File: src/hdl/bpsc_pkg.sv
// ----------------------------------------------------------------------------
// bpsc_pkg
// Shared types, constants and helpers for the byte pattern search unit.
// ----------------------------------------------------------------------------
package bpsc_pkg;

  // fixed field widths
  localparam int DATA_W        = 8;
  localparam int CFG_DATA_W    = 64;
  localparam int CFG_IDX_W     = 3;
  localparam int NUM_PAT_WORDS = 4;
  localparam int PAT_LEN_W     = 6;
  localparam int CTX_LEN_W     = 5;

  // default sizing of the top level
  localparam int DEF_MAX_PATTERN = 32;
  localparam int DEF_MAX_CONTEXT = 16;

  // configuration register indexes
  localparam logic [CFG_IDX_W-1:0] REG_PAT_WORD0 = 3'd0;
  localparam logic [CFG_IDX_W-1:0] REG_PAT_WORD1 = 3'd1;
  localparam logic [CFG_IDX_W-1:0] REG_PAT_WORD2 = 3'd2;
  localparam logic [CFG_IDX_W-1:0] REG_PAT_WORD3 = 3'd3;
  localparam logic [CFG_IDX_W-1:0] REG_PAT_LEN   = 3'd4;
  localparam logic [CFG_IDX_W-1:0] REG_CTX_LEN   = 3'd5;

  // result kinds
  typedef logic [1:0] kind_t;
  localparam kind_t KIND_CHAR   = 2'd0;
  localparam kind_t KIND_EOL    = 2'd1;
  localparam kind_t KIND_STATUS = 2'd2;

  // character display range
  localparam logic [DATA_W-1:0] CHAR_PRINT_LO = 8'd32;
  localparam logic [DATA_W-1:0] CHAR_PRINT_HI = 8'd126;
  localparam logic [DATA_W-1:0] CHAR_SUBST    = 8'd63;

  // input word
  typedef struct packed {
    logic [DATA_W-1:0] data_byte;
    logic              end_of_file;
  } in_word_t;

  // result word
  typedef struct packed {
    logic [DATA_W-1:0] out_char;
    kind_t             kind;
    logic              found;
    logic              last_of_run;
  } out_word_t;

  // source of the next result word
  typedef enum logic [1:0] {
    SEL_CHAR_MEM = 2'd0,
    SEL_CHAR_IN  = 2'd1,
    SEL_EOL      = 2'd2,
    SEL_STATUS   = 2'd3
  } out_sel_e;

  // controller to datapath commands
  typedef struct packed {
    logic     accept;
    logic     rd_en;
    logic     out_load;
    out_sel_e out_sel;
    logic     found;
    logic     last;
    logic     clear;
  } dp_cmd_t;

  // datapath to controller status
  typedef struct packed {
    logic hit;
    logic ctx_zero;
    logic out_free;
  } dp_sts_t;

  // printable bytes pass, everything else shows as a question mark
  function automatic logic [DATA_W-1:0] shown_char(logic [DATA_W-1:0] b);
    logic [DATA_W-1:0] r;
    r = (b >= CHAR_PRINT_LO && b <= CHAR_PRINT_HI) ? b : CHAR_SUBST;
    return r;
  endfunction

endpackage

File: src/hdl/byte_pattern_search_with_context_unit.sv
// ----------------------------------------------------------------------------
// byte_pattern_search_with_context_unit
// Streams a file's bytes, finds the first occurrence of a configured pattern,
// prints it with context if a context length is set, reports found status.
// ----------------------------------------------------------------------------
// A byte that causes no result is accepted while the controller stays idle,
// so a file streams at one byte per clock until the first match. On that
// match, if context is set, the input stalls while the leading context and
// pattern bytes go out, each read in S_RD (history memory address), then
// sent in S_PUT (registered read data). Each trailing byte after the match
// is accepted, then sent as its character word from S_TRAIL; S_EOL adds the
// line end. The byte marked end of file is followed by its marker words:
// the line end of a still open line, then the status word. Output stalls
// stretch any of these. No clearing pass is needed after reset.
module byte_pattern_search_with_context_unit import bpsc_pkg::*; #(
  parameter int MAX_PATTERN = DEF_MAX_PATTERN,
  parameter int MAX_CONTEXT = DEF_MAX_CONTEXT
) (
  input  logic                  clk_i,
  input  logic                  rst_ni,
  // input words
  input  logic                  in_valid_i,
  output logic                  in_ready_o,
  input  in_word_t              in_data_i,
  // result words
  output logic                  out_valid_o,
  input  logic                  out_ready_i,
  output out_word_t             out_data_o,
  // configuration
  input  logic                  cfg_we_i,
  input  logic [CFG_IDX_W-1:0]  cfg_idx_i,
  input  logic [CFG_DATA_W-1:0] cfg_data_i
);

  localparam int WINDOW = MAX_PATTERN + MAX_CONTEXT;
  localparam int SEEN_W = $clog2(WINDOW + 1);
  localparam int CTX_W  = (MAX_CONTEXT > 0) ? $clog2(MAX_CONTEXT + 1) : 1;

  dp_cmd_t           cmd;
  dp_sts_t           sts;
  logic [SEEN_W-1:0] cnt_init;
  logic [SEEN_W-1:0] rd_off;
  logic [CTX_W-1:0]  ctx;

  // controller
  bpsc_ctrl #(
    .MAX_PATTERN(MAX_PATTERN),
    .MAX_CONTEXT(MAX_CONTEXT)
  ) u_ctrl (
    .clk_i      (clk_i),
    .rst_ni     (rst_ni),
    .in_valid_i (in_valid_i),
    .eof_i      (in_data_i.end_of_file),
    .in_ready_o (in_ready_o),
    .sts_i      (sts),
    .cnt_init_i (cnt_init),
    .ctx_i      (ctx),
    .cmd_o      (cmd),
    .rd_off_o   (rd_off)
  );

  // datapath
  bpsc_dp #(
    .MAX_PATTERN(MAX_PATTERN),
    .MAX_CONTEXT(MAX_CONTEXT)
  ) u_dp (
    .clk_i       (clk_i),
    .rst_ni      (rst_ni),
    .cfg_we_i    (cfg_we_i),
    .cfg_idx_i   (cfg_idx_i),
    .cfg_data_i  (cfg_data_i),
    .data_byte_i (in_data_i.data_byte),
    .cmd_i       (cmd),
    .rd_off_i    (rd_off),
    .sts_o       (sts),
    .cnt_init_o  (cnt_init),
    .ctx_o       (ctx),
    .out_valid_o (out_valid_o),
    .out_ready_i (out_ready_i),
    .out_data_o  (out_data_o)
  );

endmodule

File: src/hdl/bpsc_dp.sv
// ----------------------------------------------------------------------------
// bpsc_dp
// Datapath: configuration registers, match window, history memory,
// byte counter and the result output register.
// ----------------------------------------------------------------------------
module bpsc_dp import bpsc_pkg::*; #(
  parameter int MAX_PATTERN = DEF_MAX_PATTERN,
  parameter int MAX_CONTEXT = DEF_MAX_CONTEXT,
  localparam int WINDOW = MAX_PATTERN + MAX_CONTEXT,
  localparam int SEEN_W = $clog2(WINDOW + 1),
  localparam int CTX_W  = (MAX_CONTEXT > 0) ? $clog2(MAX_CONTEXT + 1) : 1
) (
  input  logic                  clk_i,
  input  logic                  rst_ni,
  // configuration
  input  logic                  cfg_we_i,
  input  logic [CFG_IDX_W-1:0]  cfg_idx_i,
  input  logic [CFG_DATA_W-1:0] cfg_data_i,
  // input byte
  input  logic [DATA_W-1:0]     data_byte_i,
  // control
  input  dp_cmd_t               cmd_i,
  input  logic [SEEN_W-1:0]     rd_off_i,
  output dp_sts_t               sts_o,
  output logic [SEEN_W-1:0]     cnt_init_o,
  output logic [CTX_W-1:0]      ctx_o,
  // result port
  output logic                  out_valid_o,
  input  logic                  out_ready_i,
  output out_word_t             out_data_o
);

  localparam int PL_W  = $clog2(MAX_PATTERN + 1);
  localparam int AW    = (WINDOW > 1) ? $clog2(WINDOW) : 1;
  localparam int DEPTH = 2 ** AW;
  localparam int PAT_W = MAX_PATTERN * DATA_W;

  // configuration registers
  logic [CFG_DATA_W-1:0] pat_word_q [NUM_PAT_WORDS];
  logic [PAT_LEN_W-1:0]  pat_len_q;
  logic [CTX_LEN_W-1:0]  ctx_len_q;

  // match window, history memory, counters
  logic [DATA_W-1:0]     win_q   [MAX_PATTERN];
  logic [DATA_W-1:0]     win_new [MAX_PATTERN];
  logic [DATA_W-1:0]     hist_mem [DEPTH];
  logic [AW-1:0]         wr_ptr_q;
  logic [AW-1:0]         rd_addr;
  logic [DATA_W-1:0]     rd_data_q;
  logic [SEEN_W-1:0]     seen_q;
  logic [SEEN_W-1:0]     seen_inc;

  // derived values
  logic [NUM_PAT_WORDS*CFG_DATA_W-1:0] pat_flat;
  logic [PAT_W-1:0]      pat_rev;
  logic [PAT_W-1:0]      pat_aligned;
  logic [PL_W-1:0]       plen;
  logic [PL_W-1:0]       shamt;
  logic [CTX_W-1:0]      ctx;
  logic [MAX_PATTERN-1:0] eq_vec;
  logic [SEEN_W-1:0]     avail;
  logic [SEEN_W-1:0]     ctx_ext;
  logic [SEEN_W-1:0]     pre;

  // output register
  logic                  out_valid_q;
  out_word_t             out_q;
  out_word_t             out_d;

  // configuration writes
  always_ff @(posedge clk_i or negedge rst_ni) begin
    if (!rst_ni) begin
      for (int w = 0; w < NUM_PAT_WORDS; w++) begin
        pat_word_q[w] <= '0;
      end
      pat_len_q <= '0;
      ctx_len_q <= '0;
    end else if (cfg_we_i) begin
      unique case (cfg_idx_i)
        REG_PAT_WORD0: pat_word_q[0] <= cfg_data_i;
        REG_PAT_WORD1: pat_word_q[1] <= cfg_data_i;
        REG_PAT_WORD2: pat_word_q[2] <= cfg_data_i;
        REG_PAT_WORD3: pat_word_q[3] <= cfg_data_i;
        REG_PAT_LEN:   pat_len_q     <= cfg_data_i[PAT_LEN_W-1:0];
        REG_CTX_LEN:   ctx_len_q     <= cfg_data_i[CTX_LEN_W-1:0];
        default: ;
      endcase
    end
  end

  // capped lengths
  assign plen = (int'(pat_len_q) > MAX_PATTERN) ? PL_W'(MAX_PATTERN)
                                                 : pat_len_q[PL_W-1:0];
  assign ctx  = (int'(ctx_len_q) > MAX_CONTEXT) ? CTX_W'(MAX_CONTEXT)
                                                 : ctx_len_q[CTX_W-1:0];

  // pattern bytes reversed, then shifted so pattern byte plen-1 sits at tap 0
  assign pat_flat = {pat_word_q[3], pat_word_q[2], pat_word_q[1], pat_word_q[0]};
  always_comb begin
    for (int k = 0; k < MAX_PATTERN; k++) begin
      pat_rev[k*DATA_W +: DATA_W] = pat_flat[(MAX_PATTERN-1-k)*DATA_W +: DATA_W];
    end
  end
  assign shamt       = PL_W'(MAX_PATTERN) - plen;
  assign pat_aligned = pat_rev >> {shamt, 3'b000};

  // window as it stands after this byte
  always_comb begin
    win_new[0] = data_byte_i;
    for (int j = 1; j < MAX_PATTERN; j++) begin
      win_new[j] = win_q[j-1];
    end
  end

  // per-tap compare against the aligned pattern
  always_comb begin
    for (int j = 0; j < MAX_PATTERN; j++) begin
      eq_vec[j] = (j >= plen) || (win_new[j] == pat_aligned[j*DATA_W +: DATA_W]);
    end
  end

  assign seen_inc = (seen_q == SEEN_W'(WINDOW)) ? seen_q : seen_q + SEEN_W'(1);

  // leading context clipped at start of file
  assign avail      = seen_inc - SEEN_W'(plen);
  assign ctx_ext    = SEEN_W'(ctx);
  assign pre        = (ctx_ext < avail) ? ctx_ext : avail;
  assign cnt_init_o = pre + SEEN_W'(plen);
  assign ctx_o      = ctx;

  assign sts_o.hit      = (plen != '0) && (seen_inc >= SEEN_W'(plen)) && (&eq_vec);
  assign sts_o.ctx_zero = (ctx == '0);
  assign sts_o.out_free = !out_valid_q || out_ready_i;

  // match window shift
  always_ff @(posedge clk_i) begin
    if (cmd_i.accept) begin
      for (int j = 0; j < MAX_PATTERN; j++) begin
        win_q[j] <= win_new[j];
      end
    end
  end

  // byte counter, saturating, cleared at end of file
  always_ff @(posedge clk_i or negedge rst_ni) begin
    if (!rst_ni) begin
      seen_q   <= '0;
      wr_ptr_q <= '0;
    end else begin
      if (cmd_i.clear) begin
        seen_q <= '0;
      end else if (cmd_i.accept) begin
        seen_q <= seen_inc;
      end
      if (cmd_i.accept) begin
        wr_ptr_q <= wr_ptr_q + AW'(1);
      end
    end
  end

  // history memory, newest byte at wr_ptr - 1
  assign rd_addr = wr_ptr_q - rd_off_i[AW-1:0];

  always_ff @(posedge clk_i) begin
    if (cmd_i.accept) begin
      hist_mem[wr_ptr_q] <= data_byte_i;
    end
    if (cmd_i.rd_en) begin
      rd_data_q <= hist_mem[rd_addr];
    end
  end

  // next result word
  always_comb begin
    out_d = '0;
    out_d.last_of_run = cmd_i.last;
    unique case (cmd_i.out_sel)
      SEL_CHAR_MEM: begin
        out_d.out_char = shown_char(rd_data_q);
        out_d.kind     = KIND_CHAR;
      end
      SEL_CHAR_IN: begin
        out_d.out_char = shown_char(win_q[0]);
        out_d.kind     = KIND_CHAR;
      end
      SEL_EOL: begin
        out_d.kind = KIND_EOL;
      end
      SEL_STATUS: begin
        out_d.kind  = KIND_STATUS;
        out_d.found = cmd_i.found;
      end
      default: ;
    endcase
  end

  // output register
  always_ff @(posedge clk_i or negedge rst_ni) begin
    if (!rst_ni) begin
      out_valid_q <= 1'b0;
    end else if (cmd_i.out_load) begin
      out_valid_q <= 1'b1;
    end else if (out_ready_i) begin
      out_valid_q <= 1'b0;
    end
  end

  always_ff @(posedge clk_i) begin
    if (cmd_i.out_load) begin
      out_q <= out_d;
    end
  end

  assign out_valid_o = out_valid_q;
  assign out_data_o  = out_q;

endmodule

File: src/hdl/bpsc_ctrl.sv
// ----------------------------------------------------------------------------
// bpsc_ctrl
// Controller: per-file match state and the sequencer that emits the
// context line, line end and status words.
// ----------------------------------------------------------------------------
module bpsc_ctrl import bpsc_pkg::*; #(
  parameter int MAX_PATTERN = DEF_MAX_PATTERN,
  parameter int MAX_CONTEXT = DEF_MAX_CONTEXT,
  localparam int WINDOW = MAX_PATTERN + MAX_CONTEXT,
  localparam int SEEN_W = $clog2(WINDOW + 1),
  localparam int CTX_W  = (MAX_CONTEXT > 0) ? $clog2(MAX_CONTEXT + 1) : 1
) (
  input  logic              clk_i,
  input  logic              rst_ni,
  input  logic              in_valid_i,
  input  logic              eof_i,
  output logic              in_ready_o,
  input  dp_sts_t           sts_i,
  input  logic [SEEN_W-1:0] cnt_init_i,
  input  logic [CTX_W-1:0]  ctx_i,
  output dp_cmd_t           cmd_o,
  output logic [SEEN_W-1:0] rd_off_o
);

  typedef enum logic [5:0] {
    S_IDLE  = 6'b000001,
    S_TRAIL = 6'b000010,
    S_EOL   = 6'b000100,
    S_RD    = 6'b001000,
    S_PUT   = 6'b010000,
    S_STAT  = 6'b100000
  } state_e;

  state_e            state_q, state_d;
  logic              match_seen_q, match_seen_d;
  logic              line_closed_q, line_closed_d;
  logic [CTX_W-1:0]  trail_q, trail_d;
  logic [SEEN_W-1:0] cnt_q, cnt_d;
  logic              eof_q, eof_d;

  assign in_ready_o = (state_q == S_IDLE);
  assign rd_off_o   = cnt_q;

  // sequencer
  always_comb begin
    state_d       = state_q;
    match_seen_d  = match_seen_q;
    line_closed_d = line_closed_q;
    trail_d       = trail_q;
    cnt_d         = cnt_q;
    eof_d         = eof_q;
    cmd_o         = '0;
    cmd_o.out_sel = SEL_CHAR_MEM;

    unique case (state_q)
      S_IDLE: begin
        if (in_valid_i) begin
          cmd_o.accept = 1'b1;
          eof_d        = eof_i;
          if (match_seen_q && !line_closed_q) begin
            // line open: one trailing byte, line end when count runs out
            if (trail_q != '0) begin
              trail_d       = trail_q - CTX_W'(1);
              line_closed_d = (trail_q == CTX_W'(1));
              state_d       = S_TRAIL;
            end else begin
              state_d = S_EOL;
            end
          end else if (!match_seen_q && sts_i.hit) begin
            // first match
            match_seen_d = 1'b1;
            if (sts_i.ctx_zero) begin
              line_closed_d = 1'b1;
              trail_d       = '0;
              state_d       = eof_i ? S_STAT : S_IDLE;
            end else begin
              cnt_d         = cnt_init_i;
              trail_d       = ctx_i;
              line_closed_d = 1'b0;
              state_d       = S_RD;
            end
          end else begin
            state_d = eof_i ? S_STAT : S_IDLE;
          end
        end
      end

      S_TRAIL: begin
        if (sts_i.out_free) begin
          cmd_o.out_load = 1'b1;
          cmd_o.out_sel  = SEL_CHAR_IN;
          cmd_o.last     = !(line_closed_q || eof_q);
          state_d        = (line_closed_q || eof_q) ? S_EOL : S_IDLE;
        end
      end

      S_EOL: begin
        if (sts_i.out_free) begin
          cmd_o.out_load = 1'b1;
          cmd_o.out_sel  = SEL_EOL;
          cmd_o.last     = !eof_q;
          line_closed_d  = 1'b1;
          state_d        = eof_q ? S_STAT : S_IDLE;
        end
      end

      S_RD: begin
        cmd_o.rd_en = 1'b1;
        state_d     = S_PUT;
      end

      S_PUT: begin
        if (sts_i.out_free) begin
          cmd_o.out_load = 1'b1;
          cmd_o.out_sel  = SEL_CHAR_MEM;
          cmd_o.last     = (cnt_q == SEEN_W'(1)) && !eof_q;
          cnt_d          = cnt_q - SEEN_W'(1);
          if (cnt_q == SEEN_W'(1)) begin
            state_d = eof_q ? S_EOL : S_IDLE;
          end else begin
            state_d = S_RD;
          end
        end
      end

      S_STAT: begin
        if (sts_i.out_free) begin
          cmd_o.out_load = 1'b1;
          cmd_o.out_sel  = SEL_STATUS;
          cmd_o.found    = match_seen_q;
          cmd_o.last     = 1'b1;
          cmd_o.clear    = 1'b1;
          match_seen_d   = 1'b0;
          line_closed_d  = 1'b0;
          trail_d        = '0;
          state_d        = S_IDLE;
        end
      end

      default: state_d = S_IDLE;
    endcase
  end

  // state registers
  always_ff @(posedge clk_i or negedge rst_ni) begin
    if (!rst_ni) begin
      state_q       <= S_IDLE;
      match_seen_q  <= 1'b0;
      line_closed_q <= 1'b0;
      trail_q       <= '0;
      cnt_q         <= '0;
      eof_q         <= 1'b0;
    end else begin
      state_q       <= state_d;
      match_seen_q  <= match_seen_d;
      line_closed_q <= line_closed_d;
      trail_q       <= trail_d;
      cnt_q         <= cnt_d;
      eof_q         <= eof_d;
    end
  end

  // a result is only loaded when the output register can take it
  a_load_free: assert property (@(posedge clk_i) disable iff (!rst_ni)
    cmd_o.out_load |-> sts_i.out_free)
    else $error("result loaded into a full output register");

  // an open line always has trailing bytes left while waiting for input
  a_open_trail: assert property (@(posedge clk_i) disable iff (!rst_ni)
    (state_q == S_IDLE && match_seen_q && !line_closed_q) |-> (trail_q != '0))
    else $error("open line with no trailing bytes left");

  // memory reads only while characters remain
  a_rd_count: assert property (@(posedge clk_i) disable iff (!rst_ni)
    (state_q == S_RD || state_q == S_PUT) |-> (cnt_q != '0))
    else $error("history read with empty count");

  // status word closes the file
  a_stat_clear: assert property (@(posedge clk_i) disable iff (!rst_ni)
    (state_q == S_STAT && sts_i.out_free) |=> (!match_seen_q && state_q == S_IDLE))
    else $error("file state not cleared after status");

endmodule
File: config.mk
export PLATFORM = sky130hd
export DESIGN_NAME = byte_pattern_search_with_context_unit
export DESIGN_NICKNAME = d
export VERILOG_FILES = /design/src/hdl/bpsc_pkg.sv /design/src/hdl/byte_pattern_search_with_context_unit.sv /design/src/hdl/bpsc_dp.sv /design/src/hdl/bpsc_ctrl.sv
export SDC_FILE = /design/constraint.sdc
export NUM_CORES = 2
export LEC_CHECK = 0
export BUFFER_PORTS_ARGS = -buffer_cell sky130_fd_sc_hd__clkbuf_2
export CAP_MARGIN = 5
export CORE_ASPECT_RATIO = 1.2
export CORE_MARGIN = 2
export CORE_UTILIZATION = 60
export DETAILED_ROUTE_END_ITERATION = 7
export PLACE_DENSITY = 0.73
export RECOVER_POWER = 50
export SETUP_SLACK_MARGIN = 0.05
export SLEW_MARGIN = 20
export SYNTH_ARGS = -nofsm -noshare
export SYNTH_HDL_FRONTEND = slang
export SYNTH_SLANG_ARGS = --single-unit
File: constraint.sdc
create_clock -name clk_i -period 14.4 [get_ports clk_i]
set_clock_uncertainty 0.15 [all_clocks]
set_input_delay 0.72 -clock clk_i [delete_from_list [all_inputs] [get_ports clk_i]]
set_output_delay 0.72 -clock clk_i [all_outputs]
set_load 0.02 [all_outputs]
# == After elaboration in Yosys (flattened, before gate mapping) ==
# Memories as Yosys holds them, arrays and structs flattened. A register that Yosys moved wholly into a read port is not among the register bits.
# Index checks and enable logic that the tools add are counted.
# Widths: inputs -> output; s select.
# word_totals
reg_bits,312
latchBits,0
n_memories,2
in_bits,81
ramBits,768
output_inout_bits,14
elab_cells,267
rom_bits,0
# classes
n_mux,67
add_sub_neg,8
multipliers,0
n_div,0
n_eq_ne,59
bitwise_logic,0
magnitude_cmp,40
reduce_logical,71
n_shift,1
# memory_table
memory,words,width,read_ports,rd_ports_with_merged_regs,write_ports,line,rtl
u_dp.hist_mem,64,8,1,1,1,bpsc_dp.sv:46,logic [DATA_W-1:0] hist_mem [DEPTH];
u_dp.win_q,32,8,31,0,32,bpsc_dp.sv:44,logic [DATA_W-1:0] win_q [MAX_PATTERN];
# ops
op,n
$eq 8x8->1,32
$shr 256x9->256,1
$mux 6,22
$ge 5x6->1 const A,16
$ge 4x6->1 const A,8
$pmux 6 s6,1
$mux 5,7
$logic_or 1x1->1,34
$reduce_and 32->1,1
$ge 3x6->1 const A,4
$mux 1,21
$mux 3,6
$ge 8x6->1 const B,2
$le 8x7->1 const B,2
$mux 8,2
$pmux 8 s2,1
$reduce_and 5->1,3
$ne 2x2->1 const B,7
$reduce_and 2->1,7
$add 6x1->6 const B,2
$eq 6x1->1 const B,2
$eq 6x6->1 const B,2
$ge 1x6->1 const A,2
$ge 2x6->1 const A,2
other kinds (41),59

# == Depth between registers and ports, before layout ==
# logic_depth
depth_word,13
depth_mapped,34
depth_no_buf,27

# == By module ==
# Synthesis repeated with hierarchy kept, for this count alone.
# hier_totals
cells_unflattened,4618
area_unflattened_um2,60658.2
# by_module_without_submodules
mod,instances,cells_each,seq_area_each_um2,area_per_inst_um2
bpsc_dp,1,4445,30429.2,59180.5
bpsc_ctrl,1,173,501.7,1477.7

# == Least setup slack after synthesis ==
# Ideal clock, no wire load.
# synth_timing
path_type,reg-to-reg
from,reg u_ctrl.state_q[3]
to,reg u_dp.wr_ptr_q[2]
period_less_slack_ps,9714
arrival_time_ps,9455
path_stages_with_launch,10
path_buffers,2
required_ps,14141
setup_time_ps,109
slack_ps,4686
cell_sequence,dfrtp_1 nor4_1 nand3b_1 inv_1 nand2_1 inv_1 clkbuf_1 buf_1 nand2_1 xnor2_1
# synth_rtl
item,line,rtl
from (decl),bpsc_ctrl.sv:34,"state_e state_q, state_d;"
from (signal assigned),bpsc_ctrl.sv:154,state_q <= state_d;
to (signal assigned),bpsc_dp.sv:156,wr_ptr_q <= wr_ptr_q + AW'(1);
to (decl),bpsc_dp.sv:47,logic [AW-1:0] wr_ptr_q;

# == Worst setup path after layout ==
# layout_timing
from,reg u_dp.pat_len_q[1]
to,"reg u_ctrl.cnt_q[4], in the netlist u_ctrl.rd_off_o[4]"
# layout_via
elab_chain_cells,11
word_cells_on_any_way,117
cone_classes,add/sub: 3; order compare: 35; eq/ne: 33; shift: 1; mux: 7; reduce/logical: 38
# layout_rtl
item,line,rtl
from (decl),bpsc_dp.sv:40,logic [PAT_LEN_W-1:0] pat_len_q;
from (signal assigned),bpsc_dp.sv:84,REG_PAT_LEN: pat_len_q <= cfg_data_i[PAT_LEN_W-1:0];
$gt 6x6->1,bpsc_dp.sv:92,assign plen = (int'(pat_len_q) > MAX_PATTERN) ? PL_W'(MAX_PATTERN)
$mux 6 *,bpsc_dp.sv:92,
"$sub 6x6->6, on equally long branches","bpsc_dp.sv:104, bpsc_dp.sv:125",
$shr 256x9->256 or $lt 5x6->1 (tied branches),"bpsc_dp.sv:105, bpsc_dp.sv:127",
$eq 8x8->1 or $mux 6 (tied branches),"bpsc_dp.sv:118, bpsc_dp.sv:127",
$logic_or 1x1->1 or $add 6x6->6 (tied branches),"bpsc_dp.sv:118, bpsc_dp.sv:128",
$reduce_and 32->1 or $mux 6 (tied branches),"bpsc_dp.sv:131, bpsc_ctrl.sv:72",
$logic_and 1x1->1 or $mux 6 (tied branches),"bpsc_dp.sv:131, bpsc_ctrl.sv:69",
$logic_and 1x1->1 or $mux 6 (tied branches),"bpsc_ctrl.sv:69, bpsc_ctrl.sv:60",
$ne 2x1->1 (no line) or $mux 6 (tied branches),-,
$reduce_and 6->1 (no line) or $pmux 6 s2 (tied branches),-,
to (signal assigned),bpsc_ctrl.sv:158,cnt_q <= cnt_d;
to (decl),bpsc_ctrl.sv:38,"logic [SEEN_W-1:0] cnt_q, cnt_d;"
# Every way passes the cells marked *; elsewhere a longest branch is shown, timed or not. The select of a mux whose other input is x is not followed.
# A chain may end at the register's enable or synchronous reset.

==> results.sh <==
export IMPL_status="finished, violations left"
export IMPL_violations="design-rule violations, max-capacitance violations, max-slew violations"
export IMPL_period_share=0.647
export IMPL_ios=95
export IMPL_grt_overflow=0
export IMPL_track_usage=0.495
export IMPL_post_cts_setup_buffer_count=0
export IMPL_critical_path_required_ps=14910
export IMPL_drt_iter0_drc=7940
export IMPL_hpwl_microns=180000
export IMPL_grt_pass1_wl_microns=362000
export IMPL_yosysUniqueCellTypes=103
export IMPL_die_y_microns=355
export IMPL_antenna_found_initial=26
export IMPL_worst_pin_slew_ps=5160
export IMPL_start_util=0.606
export IMPL_period_needed_ps=9320
export IMPL_drcViolationCount=2
export IMPL_synth_edf_count=780
export IMPL_cts_buffers=106
export IMPL_holdWs_ps=77.6
export IMPL_finalSetupViolCount=0
export IMPL_syn_avg_cell_area_sq_um=12.6
export IMPL_drv_slew=824
export IMPL_ys_seq_elements=1080
export IMPL_critPathLaunchType="flip-flop"
export IMPL_cts_reportedPaths_clkPinSlew_ps=60
export IMPL_clock_sinks=1080
export IMPL_ctsResizeCount=0
export IMPL_ir_drop_v=0.000202
export IMPL_final_nets=4971
export IMPL_critical_path_class="flip-flop to flip-flop"
export IMPL_hold_buffers=1
export IMPL_ant_nets=0
export IMPL_drive_above_1_share=0.226
export IMPL_yosysSeqAreaShare=0.503
export IMPL_vias_per_cell=7.72
export IMPL_die_w_microns=296
export IMPL_power_density_nw_per_um2=247
export IMPL_yosys_warnings=0
export IMPL_rsz0062_at_grt="no"
export IMPL_netlist_area_sq_um=61500
export IMPL_grt_max_degree=132
export IMPL_synth_async_sr_flop_share=0.278
export IMPL_cp_end_kind="flip-flop"
export IMPL_fin_setup_tns_ps=0
export IMPL_coreArea_sq_um=102000
export IMPL_clk_latency_ps=790
export IMPL_clock_fmax_ghz=0.107
export IMPL_cts_tree="yes"
export IMPL_slew_limit_headroom=-2.44
export IMPL_worstPathMaxFanout=77
export IMPL_cts_htree_levels=3
export IMPL_syn_nets=4982
export IMPL_wl_microns=259000
export IMPL_cap_violations=15
export IMPL_ys_flop_type="edfxtp_1"
export IMPL_worst_hold_path_type="input pin to flip-flop"
export IMPL_areaGrowthSynthToFinish_pct=9.01
export IMPL_first_pass_iters=8
export IMPL_cts_root_buf="clkbuf_16"
export IMPL_place_congestion=1.10
export IMPL_wl_per_cell_microns=40.9
export IMPL_arrival_ps=9830
export IMPL_dieArea_sq_um=105000
export IMPL_io_buffers=94
export IMPL_hold_viol_final=0
export IMPL_synthCells=4867
export IMPL_vias=48827
export IMPL_grt_pass1_vias=46626
export IMPL_p_leak_nw=23.9
export IMPL_rows=128
export IMPL_cts_buffer_depth=3
[area by class of cell]
| cell class | instances | area [sq um] |
|---|---|---|
| Antenna cell | 14 | 35.0 |
| Clock buffer | 128 | 2830 |
| Clock inverter | 69 | 957 |
| Fill cell | 7356 | 34500 |
| Inverter | 59 | 236 |
| Multi-Input combinational cell | 3377 | 28800 |
| Sequential cell | 1080 | 30900 |
| Tap cell | 1365 | 1710 |
| Timing Repair Buffer | 232 | 1520 |
[cell usage after synthesis, types with 21 or more instances]
cell,instances,share of area
o311ai_0,21,0.0030
nand4_1,45,0.0046
nor3_1,82,0.0067
o211ai_1,49,0.0060
a22oi_1,32,0.0039
nor3b_1,24,0.0029
or3_1,26,0.0026
a31oi_1,72,0.0073
buf_4,53,0.0065
a21oi_1,203,0.017
nand3b_1,21,0.0026
xnor2_1,126,0.018
clkbuf_1,144,0.0088
nand3_1,127,0.010
edfxtp_1,780,0.38
nand2b_1,21,0.0021
xor2_1,64,0.0091
o32ai_1,32,0.0046
a211oi_1,80,0.0098
nor2_1,307,0.019
mux2_2,373,0.068
inv_1,57,0.0035
mux4_2,289,0.11
o21ai_0,142,0.012
o22ai_1,57,0.0058
mux2i_1,308,0.050
nor4_1,38,0.0039
nor2b_1,30,0.0031
o31ai_1,22,0.0027
buf_2,98,0.0080
buf_1,40,0.0024
ha_1,31,0.0063
a221oi_1,23,0.0033
dfrtp_1,299,0.12
nand2_1,367,0.022
a32oi_1,21,0.0030
[cells by family after synthesis]
family | synth area share
AO/OA/AOI/OAI | 0.110
XOR/XNOR | 0.0271
other | 0.0000610
AND/OR/NAND/NOR | 0.0954
multiplexers | 0.224
flip-flops | 0.503
buffers and inverters | 0.0324
adder cells (fa/ha/maj) | 0.00728
[report_power, final]
| part | switching (mW) | internal, mW |
|---|---|---|
| Sequential | 0.586 | 3.90 |
| Combinational | 5.91 | 3.06 |
| Clock | 1.35 | 1.75 |
[final timing paths]
check	endpoint	cells past startpoint	slack (ps)	from
setup / recovery	u_ctrl.rd_off_o[4]$_DFFE_PN0P_	18	5080	u_dp.pat_len_q[1]$_DFFE_PN0P_
hold / removal	u_dp.pat_flat[101]$_DFFE_PN0P_	2	80	cfg_data_i[37]
setup reg to reg	u_ctrl.rd_off_o[4]$_DFFE_PN0P_	18	5080	u_dp.pat_len_q[1]$_DFFE_PN0P_
hold reg to reg	u_dp.win_q[0][25]$_DFFE_PP_	0	310	u_dp.win_q[0][17]$_DFFE_PP_
max in group asynchronous	u_dp.pat_len_q[3]$_DFFE_PN0P_	4	7930	rst_ni
min in group asynchronous	u_dp.pat_flat[206]$_DFFE_PN0P_	2	2250	rst_ni
[stage by stage]
| stage | std cells | power, mW | utilization | area, sq um | worst slack, ps |
|---|---|---|---|---|---|
| floorplan | 4867 | 9.63 | - | 61500 | 4690 |
| global placement | 6107 | 12.7 | 0.623 | 63200 | 5690 |
| detailed placement | 6107 | 12.8 | 0.623 | 63200 | 5630 |
| CTS | 6305 | 15.9 | 0.660 | 67000 | 5570 |
| global route | 6313 | 16.8 | 0.660 | 67000 | 4980 |
| finish | 6324 | 16.5 | 0.660 | 67000 | 5080 |
[flip-flops by register name, summed over array words and instances (netlist names)]
name and count:
u_dp.pat_flat 256, u_dp.hist_mem 512, u_dp.pat_len_q 6, u_ctrl.state_q 6, u_dp.out_valid_o 1, u_dp.ctx_len_q 5
u_ctrl.rd_off_o 6, u_ctrl.line_closed_q 1, u_ctrl.trail_q 5, u_dp.rd_data_q 8, u_dp.seen_q 6, u_dp.wr_ptr_q 6
u_ctrl.match_seen_q 1, u_ctrl.eof_q 1, u_dp.win_q 248, u_dp.out_data_o 12
[cells in the final DEF, fill, tap and decap left out, types with 21 or more instances in the layout]
| cell type | count |
|---|---|
| edfxtp_1 | 780 |
| mux2_2 | 371 |
| nand2_1 | 366 |
| mux2i_1 | 306 |
| nor2_1 | 301 |
| dfrtp_1 | 298 |
| mux4_2 | 289 |
| a21oi_1 | 200 |
| o21ai_0 | 139 |
| xnor2_1 | 124 |
| nand3_1 | 124 |
| buf_4 | 110 |
| clkbuf_16 | 108 |
| clkbuf_2 | 83 |
| a211oi_1 | 79 |
| nor3_1 | 77 |
| a31oi_1 | 70 |
| xor2_1 | 63 |
| o22ai_1 | 57 |
| inv_1 | 56 |
| o211ai_1 | 49 |
| nand4_1 | 45 |
| clkbuf_1 | 43 |
| nor4_1 | 36 |
| o32ai_1 | 32 |
| a22oi_1 | 32 |
| nor2b_1 | 29 |
| ha_1 | 29 |
| or3_1 | 26 |
| a221oi_1 | 23 |
| nor3b_1 | 22 |
| o31ai_1 | 22 |
| nand2b_1 | 21 |
| nand3b_1 | 21 |
| a32oi_1 | 21 |
[worst max-delay path: stages, from the launching register on]
cell and delay (ps):
dfrtp_1 820, nor2b_1 640, ha_4 370, buf_4 670, buf_4 980, mux2i_1 430, mux4_2 760, or3_1 400
a31oi_1 180, nand4b_1 170, nor4_1 820, a32oi_1 240, a2111o_1 440, nor4_1 320, or3b_1 400, or4b_1 540
buf_4 250, or2_1 290, a31o_1 210
[per-layer routing]
layer | vias to the layer above | share of wire | GRT usage | routed length [microns]
li1 | 19205 | - | - | -
met1 | 24198 | 0.33 | 0.593 | 85800
met2 | 4133 | 0.43 | 0.720 | 111000
met3 | 1261 | 0.12 | 0.163 | 32300
met4 | 30 | 0.11 | 0.428 | 29300
met5 | - | 0.0010 | 0 | 261
Power figures use the tool's default switching activity.
